[src/rtl/tssr_pkg.sv]
`timescale 1ns / 1ps
// Shared types, constants and helpers of the tile/sprite scanline renderer.
// No dependencies.
package tssr_pkg;

  localparam int LINE_WIDTH       = 160;
  localparam int SPRITE_COUNT     = 40;
  localparam int SPRITES_PER_LINE = 10;

  localparam int VRAM_SIZE  = 8192;
  localparam int TABLE_SIZE = SPRITE_COUNT * 4;
  localparam int GROUPS     = (LINE_WIDTH + 7) / 8;

  localparam int LBW  = $clog2(LINE_WIDTH);
  localparam int TW   = $clog2(TABLE_SIZE);
  localparam int SNW  = $clog2(SPRITE_COUNT + 1);
  localparam int SIW  = (SPRITE_COUNT > 1) ? $clog2(SPRITE_COUNT) : 1;
  localparam int SLW  = $clog2(SPRITES_PER_LINE + 1);
  localparam int SLIW = (SPRITES_PER_LINE > 1) ? $clog2(SPRITES_PER_LINE) : 1;

  localparam int QDEPTH = 2;
  localparam int QPW    = $clog2(QDEPTH);

  // input action codes
  localparam logic [1:0] ACT_VRAM   = 2'd0;
  localparam logic [1:0] ACT_SPRITE = 2'd1;
  localparam logic [1:0] ACT_RENDER = 2'd2;

  // configuration register indexes
  localparam logic [2:0] REG_DISPLAY_CONTROL = 3'd0;
  localparam logic [2:0] REG_SCROLL_Y        = 3'd1;
  localparam logic [2:0] REG_SCROLL_X        = 3'd2;
  localparam logic [2:0] REG_WINDOW_Y        = 3'd3;
  localparam logic [2:0] REG_WINDOW_X        = 3'd4;
  localparam logic [2:0] REG_BG_PALETTE      = 3'd5;
  localparam logic [2:0] REG_OBJ_PALETTE_0   = 3'd6;
  localparam logic [2:0] REG_OBJ_PALETTE_1   = 3'd7;

  typedef enum logic [1:0] {
    K_VRAM,
    K_SPRITE,
    K_RENDER
  } kind_e;

  typedef struct packed {
    kind_e       kind;
    logic [12:0] address;
    logic [7:0]  write_data;
    logic [7:0]  line;
    logic [1:0]  lcd_mode;
  } item_t;

  typedef struct packed {
    logic [7:0] display_control;
    logic [7:0] scroll_y;
    logic [7:0] scroll_x;
    logic [7:0] window_y;
    logic [7:0] window_x;
    logic [7:0] bg_palette;
    logic [7:0] obj_palette_zero;
    logic [7:0] obj_palette_one;
  } cfg_t;

  function automatic logic [1:0] shade_of(input logic [7:0] pal, input logic [1:0] idx);
    shade_of = pal[{idx, 1'b0} +: 2];
  endfunction

  // color index of column col (0 leftmost) of a tile row
  function automatic logic [1:0] tile_pix(input logic [7:0] lo, input logic [7:0] hi,
                                          input logic [2:0] col);
    logic [2:0] b;
    b = 3'd7 - col;
    tile_pix = {hi[b], lo[b]};
  endfunction

endpackage

[src/rtl/tssr_queue.sv]
`timescale 1ns / 1ps
// Short FIFO of decoded items between front and back end.
// Depends on tssr_pkg.
module tssr_queue (
  input  logic            clk_i,
  input  logic            rst_ni,
  input  logic            push_i,
  input  tssr_pkg::item_t item_i,
  output logic            ready_o,
  output logic            valid_o,
  output tssr_pkg::item_t item_o,
  input  logic            pop_i
);
  import tssr_pkg::*;

  item_t              mem_q [QDEPTH];
  logic [QPW-1:0]     wp_q, rp_q;
  logic [QPW:0]       cnt_q;
  logic               do_pop;

  assign ready_o = (cnt_q != (QPW+1)'(QDEPTH));
  assign valid_o = (cnt_q != '0);
  assign item_o  = mem_q[rp_q];
  assign do_pop  = pop_i && valid_o;

  always_ff @(posedge clk_i) begin
    if (push_i) mem_q[wp_q] <= item_i;
  end

  always_ff @(posedge clk_i or negedge rst_ni) begin
    if (!rst_ni) begin
      wp_q  <= '0;
      rp_q  <= '0;
      cnt_q <= '0;
    end else begin
      if (push_i) wp_q <= wp_q + 1'b1;
      if (do_pop) rp_q <= rp_q + 1'b1;
      cnt_q <= cnt_q + (QPW+1)'(push_i) - (QPW+1)'(do_pop);
    end
  end

endmodule

[config.mk]
export PLATFORM = sky130hd
export DESIGN_NAME = tssr_queue
export DESIGN_NICKNAME = d
export VERILOG_FILES = /design/src/rtl/tssr_pkg.sv /design/src/rtl/tssr_queue.sv
export SDC_FILE = /design/constraint.sdc
export NUM_CORES = 1
export LEC_CHECK = 0
export BUFFER_PORTS_ARGS = -buffer_cell sky130_fd_sc_hd__buf_2
export CAP_MARGIN = 20
export CORE_MARGIN = 4
export CORE_UTILIZATION = 45
export CTS_BUF_LIST = sky130_fd_sc_hd__clkbuf_8
export DETAILED_ROUTE_END_ITERATION = 16
export HOLD_SLACK_MARGIN = 0.15
export PLACE_DENSITY = 0.74
export SLEW_MARGIN = 0
export SYNTH_ARGS = -nofsm -noshare
export SYNTH_HDL_FRONTEND = slang
export SYNTH_SLANG_ARGS = --single-unit
[constraint.sdc]
create_clock -name clk_i -period 2.3 [get_ports clk_i]
set_clock_uncertainty 0.2 [all_clocks]
set_input_delay 0.23 -clock clk_i [delete_from_list [all_inputs] [get_ports clk_i]]
set_output_delay 0.23 -clock clk_i [all_outputs]
set_load 0.05 [all_outputs]
=== Word level (Yosys, flattened, before mapping) ===
Memory sizes are Yosys's and may differ from the RTL's.
Cells that the tools add are included.

* Register bits: 4
* Memory bits (writable): 66
* Bits of input ports: 37
* Output and inout bits: 35
* Logic and storage cells: 13
* Memories: 1

{| class="wikitable"
|+ Memory list
! name !! depth !! width !! read ports !! clocked after Yosys merged registers in !! write ports !! RTL line !! source
|-
| mem_q || 2 || 33 || 1 || 0 || 1 || tssr_queue.sv:16 || <nowiki>item_t mem_q [QDEPTH];</nowiki>
|}

* $add $sub $neg: 4
* Equal/unequal tests: 1
* Muxes and demuxes: 2
* Reduce and logical (&&, ||, !) cells: 2

{| class="wikitable"
|+ Operators by type and width
! cell !! number
|-
| adder 1 bit (second input constant) || 2
|-
| adder 2 x 1 -> 2 bit || 1
|-
| 2-to-1 mux 1 bit || 2
|-
| != test 2 bit (second input constant) || 1
|-
| nonzero test 2 bit || 1
|-
| subtractor 2 x 1 -> 2 bit || 1
|-
| logical AND 1 bit || 1
|}

=== Depth between registers and ports, before layout ===
Gate-level depths: netlist (run 1).

* Word-level depth: 3
* Gate-level depth with buffers: 6
* Depth with buffers taken out: 6

=== Least setup slack after synthesis (run 1) ===
Ideal clock, no wire load.

* Path type: register to register
* Start point: register wp_q
* End point: memory mem_q[0][0] (netlist bit) (enable)
* Setup time: 0.427 ns
* Data arrival time: 1.886 ns
* Required time: 1.673 ns
* Setup slack: -0.213 ns
* Cell stages (with the launch flop): 2
* Path buffers: 0
* Period minus slack after synthesis: 2.513 ns
* Cell sequence: dfrtp_1 > nor2b_1

{| class="wikitable"
|+ RTL lines
! what !! RTL line !! source
|-
| start, declared || tssr_queue.sv:17 || <nowiki>logic [QPW-1:0] wp_q, rp_q;</nowiki>
|-
| start signal, assigned || tssr_queue.sv:36 || <nowiki>if (push_i) wp_q <= wp_q + 1'b1;</nowiki>
|-
| end, declared || tssr_queue.sv:16 ||
|}

Straight into the memory's write port.

==> reports/metrics.yaml, run 1 <==
layout:
  antenna_cells: 0
  syn_to_final_growth_pct: 35.09
  num-nets-final: 278
  final_common_cell: "buf_2"
  layout_common_cells: "buf_2 (71), edfxtp_1 (66), dlygate4sd3_1 (37), mux2_4 (29), clkbuf_8 (9)"
  drive_above_1_share: 0.5083
  nFillCells: 435
placed_design:
  routabilityCongestion: 0.6581
  dp.final_hpwl_um: 3081
  port_buffers: 71
worst_hold_path:
  hold_class: "reg2reg"
setup_path:
  crit_slowest_cell: "mux2_2"
  critPathMaxStageDelay_ns: 0.38
  cp-end-kind: "output port"
  cp_max_fo: 21
  worstSetupPathType: "reg2out"
  crit_chain: "buf_4 -> mux2_2 -> buf_2"
  arrival_ns: 1.61
  required_ns: 1.87
  startpoint_type: "register"
drt:
  detail-route-antenna-nets: 0
  totalWireLength_um: 4716
  wl_per_cell_um: 14.88
  vias: 1441
  vias_per_cell: 4.546
  first_pass_iters: 3
  drt-initial-drc-count: 87
  drcViolationCount: 0
timing:
  hold_violations: 0
  min_period_ns: 2.038
  worstMarginPinSlew_ns: 0.4369
  grt_setup_unrepaired: "no"
  setup_viol_count_final: 0
  slew_headroom: 0.7081
  maxSlewViolCount: 0
  min_period_over_period: 0.8861
  tns_ns: 0
  fmax_ghz: 0.4907
yosys:
  yosysWarningCount: 0
  synth_area_per_cell_um2: 22.76
  synthDistinctLibCells: 15
  ys_seq_area_frac: 0.7623
  postSynthCellCount: 120
  ys_ff_latch: 70
  synth_area_mm2: 0.002731
  syn_nets: 159
global_routing:
  grt_max_degree: 22
  globalRoute.totalOverflow: 0
  gr-usage-all-layers: 0.1360
  grt_first_pass_wirelength_um: 7472
  antenna_found_initial: 0
  grt_pass1_vias: 1574
clocking:
  path_clk_slew_ns: 0.06
  h-tree-depth: 3
  post_cts_buffers: 0
  cts_buffer_depth: 2
  cts_root_buf: "clkbuf_8"
  hold_buffers: 37
  cts_buffers: 9
  cts_tree: "done"
  cts_resized: 0
  cts.sinks: 70
  insertion_delay_ns: 0.32
power:
  seqPwrFrac: 0.375
  switchingPower_w: 0.001932
  leakagePower_nw: 1.519
  pwr-share-clk: 0.160
  p_sw_frac: 0.4067
  power_density_mw_per_mm2: 1287
  intPower_w: 0.002818
  pwr-share-comb: 0.465
  power.total_w: 0.004749
  ir_drop_v: 0.0006989
floorplan:
  core.rowCount: 28
  start_util: 0.4613
  dieWidth_um: 85.91
  top_level_ports: 72
  core_area_mm2: 0.005921
  die_area_mm2: 0.007381
  die_h_um: 85.91
flow_run:
  maxCapViolCount: 0
status:
  status: "completed"
## area by class of cell
type | count | area [µm²] | area share
timing repair buffer | 112 | 780.7 | 0.2116
inverter | 2 | 7.507 | 0.002035
multi-input combinational | 44 | 579.3 | 0.1570
sequential | 70 | 2083 | 0.5646
tap | 75 | 93.84 | 0.02543
clock inverter | 5 | 21.27 | 0.005765
clock buffer | 9 | 123.9 | 0.03357
## flip-flops by register name, indices dropped and copies added, names as in the netlist
register and flops:
mem_q 66, cnt_q 2, wp_q 1, rp_q 1
## logic make-up after synthesis
kind of cell,after synthesis,synth area share
muxes,33,0.1759
and+or+nand+nor,4,0.008249
adders and majority gates,2,0.009160
xor gates and xnor gates,4,0.01283
DFF,70,0.7623
AOI/OAI and AO/OA,1,0.002750
buffers and inverters,6,0.02886
## final timing paths
path                            startpoint         end  slack (ns)  depth (start not counted)
worst max register to register    cnt_q[1]    cnt_q[1]        0.59                          6
max in group asynchronous           rst_ni        rp_q        1.10                          3
worst min register to register    cnt_q[1]    cnt_q[1]        0.33                          1
min in group asynchronous           rst_ni        wp_q        0.61                          3
worst min-delay path              cnt_q[1]    cnt_q[1]        0.33                          1
worst max-delay path                  rp_q  item_o[23]        0.26                          3
## through the flow
stage | setup slack [ns] | utilization | cell area, µm² | std cells | hold WS [ns]
floorplan | 0.4111 | - | 2734 | 120 | -0.2656
global placement | 0.6007 | 0.5361 | 3174 | 266 | -0.1587
detailed placement | 0.5834 | 0.5361 | 3174 | 266 | -0.1601
CTS | 0.2216 | 0.6232 | 3690 | 317 | 0.3313
global route | 0.1754 | 0.6232 | 3690 | 317 | 0.3365
finish | 0.2619 | 0.6232 | 3690 | 317 | 0.3301
## synth_stat cells (all sizes together)
cell type | instances | share of area
edfxtp | 66 | 0.73
mux2 | 33 | 0.18
buf | 4 | 0.026
dfrtp | 4 | 0.037
ha | 2 | 0.0092
inv | 2 | 0.0027
xnor2 | 2 | 0.0064
xor2 | 2 | 0.0064
and2 | 1 | 0.0023
nand2 | 1 | 0.0014
nor2b | 1 | 0.0023
o21a | 1 | 0.0027
or2 | 1 | 0.0023
## power groups by stage
stage / Combinational, W / Clock (W) / Sequential [W]
global placement: 0.00217 / 0 / 0.00180
floorplan: 0.00187 / 0 / 0.00179
global route: 0.00232 / 0.000841 / 0.00180
finish: 0.00221 / 0.000760 / 0.00178
detailed placement: 0.00218 / 0 / 0.00181
CTS: 0.00223 / 0.000786 / 0.00179
## worst max-delay path: cells and delay by family (launching register included)
family / cells / cell delay (ns)
flip-flops: 1 / 0.35
buffers and inverters: 2 / 0.56
multiplexers: 1 / 0.38
## per-layer routing
metal | track usage | part of all wire | up-vias
li1 | - | - | 700
met1 | 0.1736 | 0.43 | 683
met2 | 0.2158 | 0.49 | 51
met3 | 0.03362 | 0.062 | 7
met4 | 0.06906 | 0.016 | 0
met5 | 0 | 0 | -
Note: power is estimated with default switching activity, not from simulation.
==> inputs of run 2 (changes only) <==
--- a/config.mk
+++ b/config.mk
@@ -6,7 +6,8 @@
 export NUM_CORES = 1
 export LEC_CHECK = 0
 export BUFFER_PORTS_ARGS = -buffer_cell sky130_fd_sc_hd__buf_2
-export CAP_MARGIN = 20
+export CAP_MARGIN = 10
+export CORE_ASPECT_RATIO = 1.5
 export CORE_MARGIN = 4
 export CORE_UTILIZATION = 45
 export CTS_BUF_LIST = sky130_fd_sc_hd__clkbuf_8
==> reports/metrics.yaml, run 2 (same netlist as run 1, synthesis figures left out) <==
status:
  status: "completed"
floorplan:
  die_area_mm2: 0.007406  # +0.34%
  top_level_ports: 72  # unchanged
  start_util: 0.4687  # +0.007329
  core.rowCount: 34  # +21%
  die_h_um: 103.4  # +20%
  core_area_mm2: 0.005828  # -1.6%
  dieWidth_um: 71.61  # -17%
layout:
  seq_area_mm2: 0.002083  # unchanged
  num-nets-final: 279  # +0.36%
  layout_common_cells: "buf_2 (71), edfxtp_1 (66), dlygate4sd3_1 (37), mux2_4 (29), clkbuf_8 (9)"
  nFillCells: 414  # -4.8%
  stdcell_area_mm2: 0.003744  # +1.5%
  syn_to_final_growth_pct: 37.06
  largest_reg_flops: 66  # unchanged
  top_register: "mem_q"
  drive_above_1_share: 0.5143  # +0.006021
  largestRegisters: "mem_q: 66 flops, cnt_q: 2 flops"
  multi_input_area_um2: 579.3  # unchanged
  final_common_cell: "buf_2"
  antenna_cells: 0  # unchanged
setup_path:
  required_ns: 1.87  # about the same
  cp-end-kind: "output port"
  worstSetupPathType: "reg2out"
  arrival_ns: 1.66  # +0.05 ns
  startpoint_type: "register"
  cp_max_fo: 13  # -38%
clocking:
  cts_buffer_depth: 2  # unchanged
  insertion_delay_ns: 0.33  # about the same
  h-tree-depth: 3  # unchanged
  cts_buffers: 9  # unchanged
  cts.sinks: 70  # unchanged
  cts_tree: "done"
  cts_resized: 0  # unchanged
  path_clk_slew_ns: 0.06  # about the same
  cts_root_buf: "clkbuf_8"
global_routing:
  use_met3: 0.04449  # +0.01087
  globalRoute.totalOverflow: 0  # unchanged
  gr-usage-met1: 0.1305  # -0.04314
  grt_max_degree: 20  # -9.1%
  gr-usage-all-layers: 0.1396  # +0.003593
  grt_first_pass_wirelength_um: 7376  # -1.3%
  grt.busiest_layer: "met2"
  grt_pass1_vias: 1544  # -1.9%
  gr-usage-met2: 0.2670  # +0.05116
  antenna_found_initial: 0  # unchanged
timing:
  setup_ws_ns: 0.2064  # -0.05548 ns
  tns_ns: 0  # unchanged
  min_period_ns: 2.094  # +0.05548 ns
  setup_viol_count_final: 0  # unchanged
  hold_violations: 0  # unchanged
  min_period_over_period: 0.9102  # +0.02412
  fmax_ghz: 0.4777  # -2.6%
  worstMarginPinSlew_ns: 0.4077  # -0.02917 ns
  slew_headroom: 0.7282  # +0.02006
  grt_setup_unrepaired: "no"
  maxSlewViolCount: 0  # unchanged
drt:
  totalWireLength_um: 4863  # +3.1%
  vias_per_cell: 4.628  # +1.8%
  drt-initial-drc-count: 43  # -51%
  vias: 1467  # +1.8%
  first_pass_iters: 4  # +1
  detail-route-antenna-nets: 0  # unchanged
  drcViolationCount: 0  # unchanged
  wl_per_cell_um: 15.34  # +3.1%
power:
  seqPwrFrac: 0.373  # -0.002
  pwr-share-comb: 0.447  # -0.018
  pwr-share-clk: 0.180  # +0.020
  ir_drop_v: 0.0007967  # +14%
  leakagePower_nw: 1.548  # +1.9%
  power.total_w: 0.004928  # +3.8%
  p_sw_frac: 0.3961  # -0.01066
  switchingPower_w: 0.001952  # +1.0%
  power_density_mw_per_mm2: 1316  # +2.3%
  intPower_w: 0.002976  # +5.6%
flow_run:
  maxCapViolCount: 0  # unchanged
placed_design:
  port_buffers: 71  # unchanged
  pre_cts_slack_ns: 0.5406  # -0.04280 ns
  dp.final_hpwl_um: 3327  # +8.0%
  dpl_cell_area_mm2: 0.003191  # +0.51%
  routabilityCongestion: 0.6816  # +3.6%
worst_hold_path:
  hold_class: "reg2reg"
[run 2: repair_timing]
item / in CTS / in global routing
hold buffers: 37 / 0
hold endpoints to repair: 73 / 0
buffers inserted: 0 / 0
[run 2: worst paths after layout]
check                          from    endpoint  slack [ns]  cells after the start
min in group asynchronous    rst_ni    cnt_q[0]        0.59                      3
max                            rp_q  item_o[29]        0.21                      3
min                        cnt_q[1]    cnt_q[1]        0.33                      1
max in group asynchronous    rst_ni        rp_q        1.10                      3
max reg2reg                cnt_q[1]    cnt_q[1]        0.58                      6
min reg2reg                cnt_q[1]    cnt_q[1]        0.33                      1
[run 2: stage by stage]
stage | hold slack (ns) | utilization | std cells
6_report | 0.3287 | 0.6423 | 317
4_1_cts | 0.3256 | 0.6423 | 317
3_3_place_gp | -0.1480 | 0.5474 | 264
3_5_place_dp | -0.1495 | 0.5474 | 264
5_1_grt | 0.3510 | 0.6423 | 317
2_1_floorplan | -0.2656 | - | 120
[run 2: layout make-up]
cell class | instances | share of cell area
flip-flops and latches | 70 | 0.5565
repair buffers | 113 | 0.2139
multi-input cells | 44 | 0.1547
clock buffers | 9 | 0.03309
well taps | 72 | 0.02406
clock inverters | 7 | 0.01571
inverters | 2 | 0.002005
[run 2: power by group through the flow]
stage | combinational, W | sequential [W] | clock, W
after floorplan | 0.00187 | 0.00179 | 0
after global placement | 0.00216 | 0.00185 | 0
after detailed placement | 0.00218 | 0.00187 | 0
after CTS | 0.00223 | 0.00185 | 0.000915
after global routing | 0.00231 | 0.00186 | 0.000977
final | 0.00220 | 0.00184 | 0.000888
[run 2: metal layers]
metal  up-vias  wire length, µm  part of all wire
met5         -                0                 0
met3         9              206             0.042
li1        706                -                 -
met1       715             1655              0.34
met2        37             2915              0.60
met4         0               85             0.017
[run 2: critical path, stage by stage, from the launching register on]
cell,delay [ns]
dfrtp_2,0.58
buf_12,0.20
mux2_2,0.34
buf_2,0.21
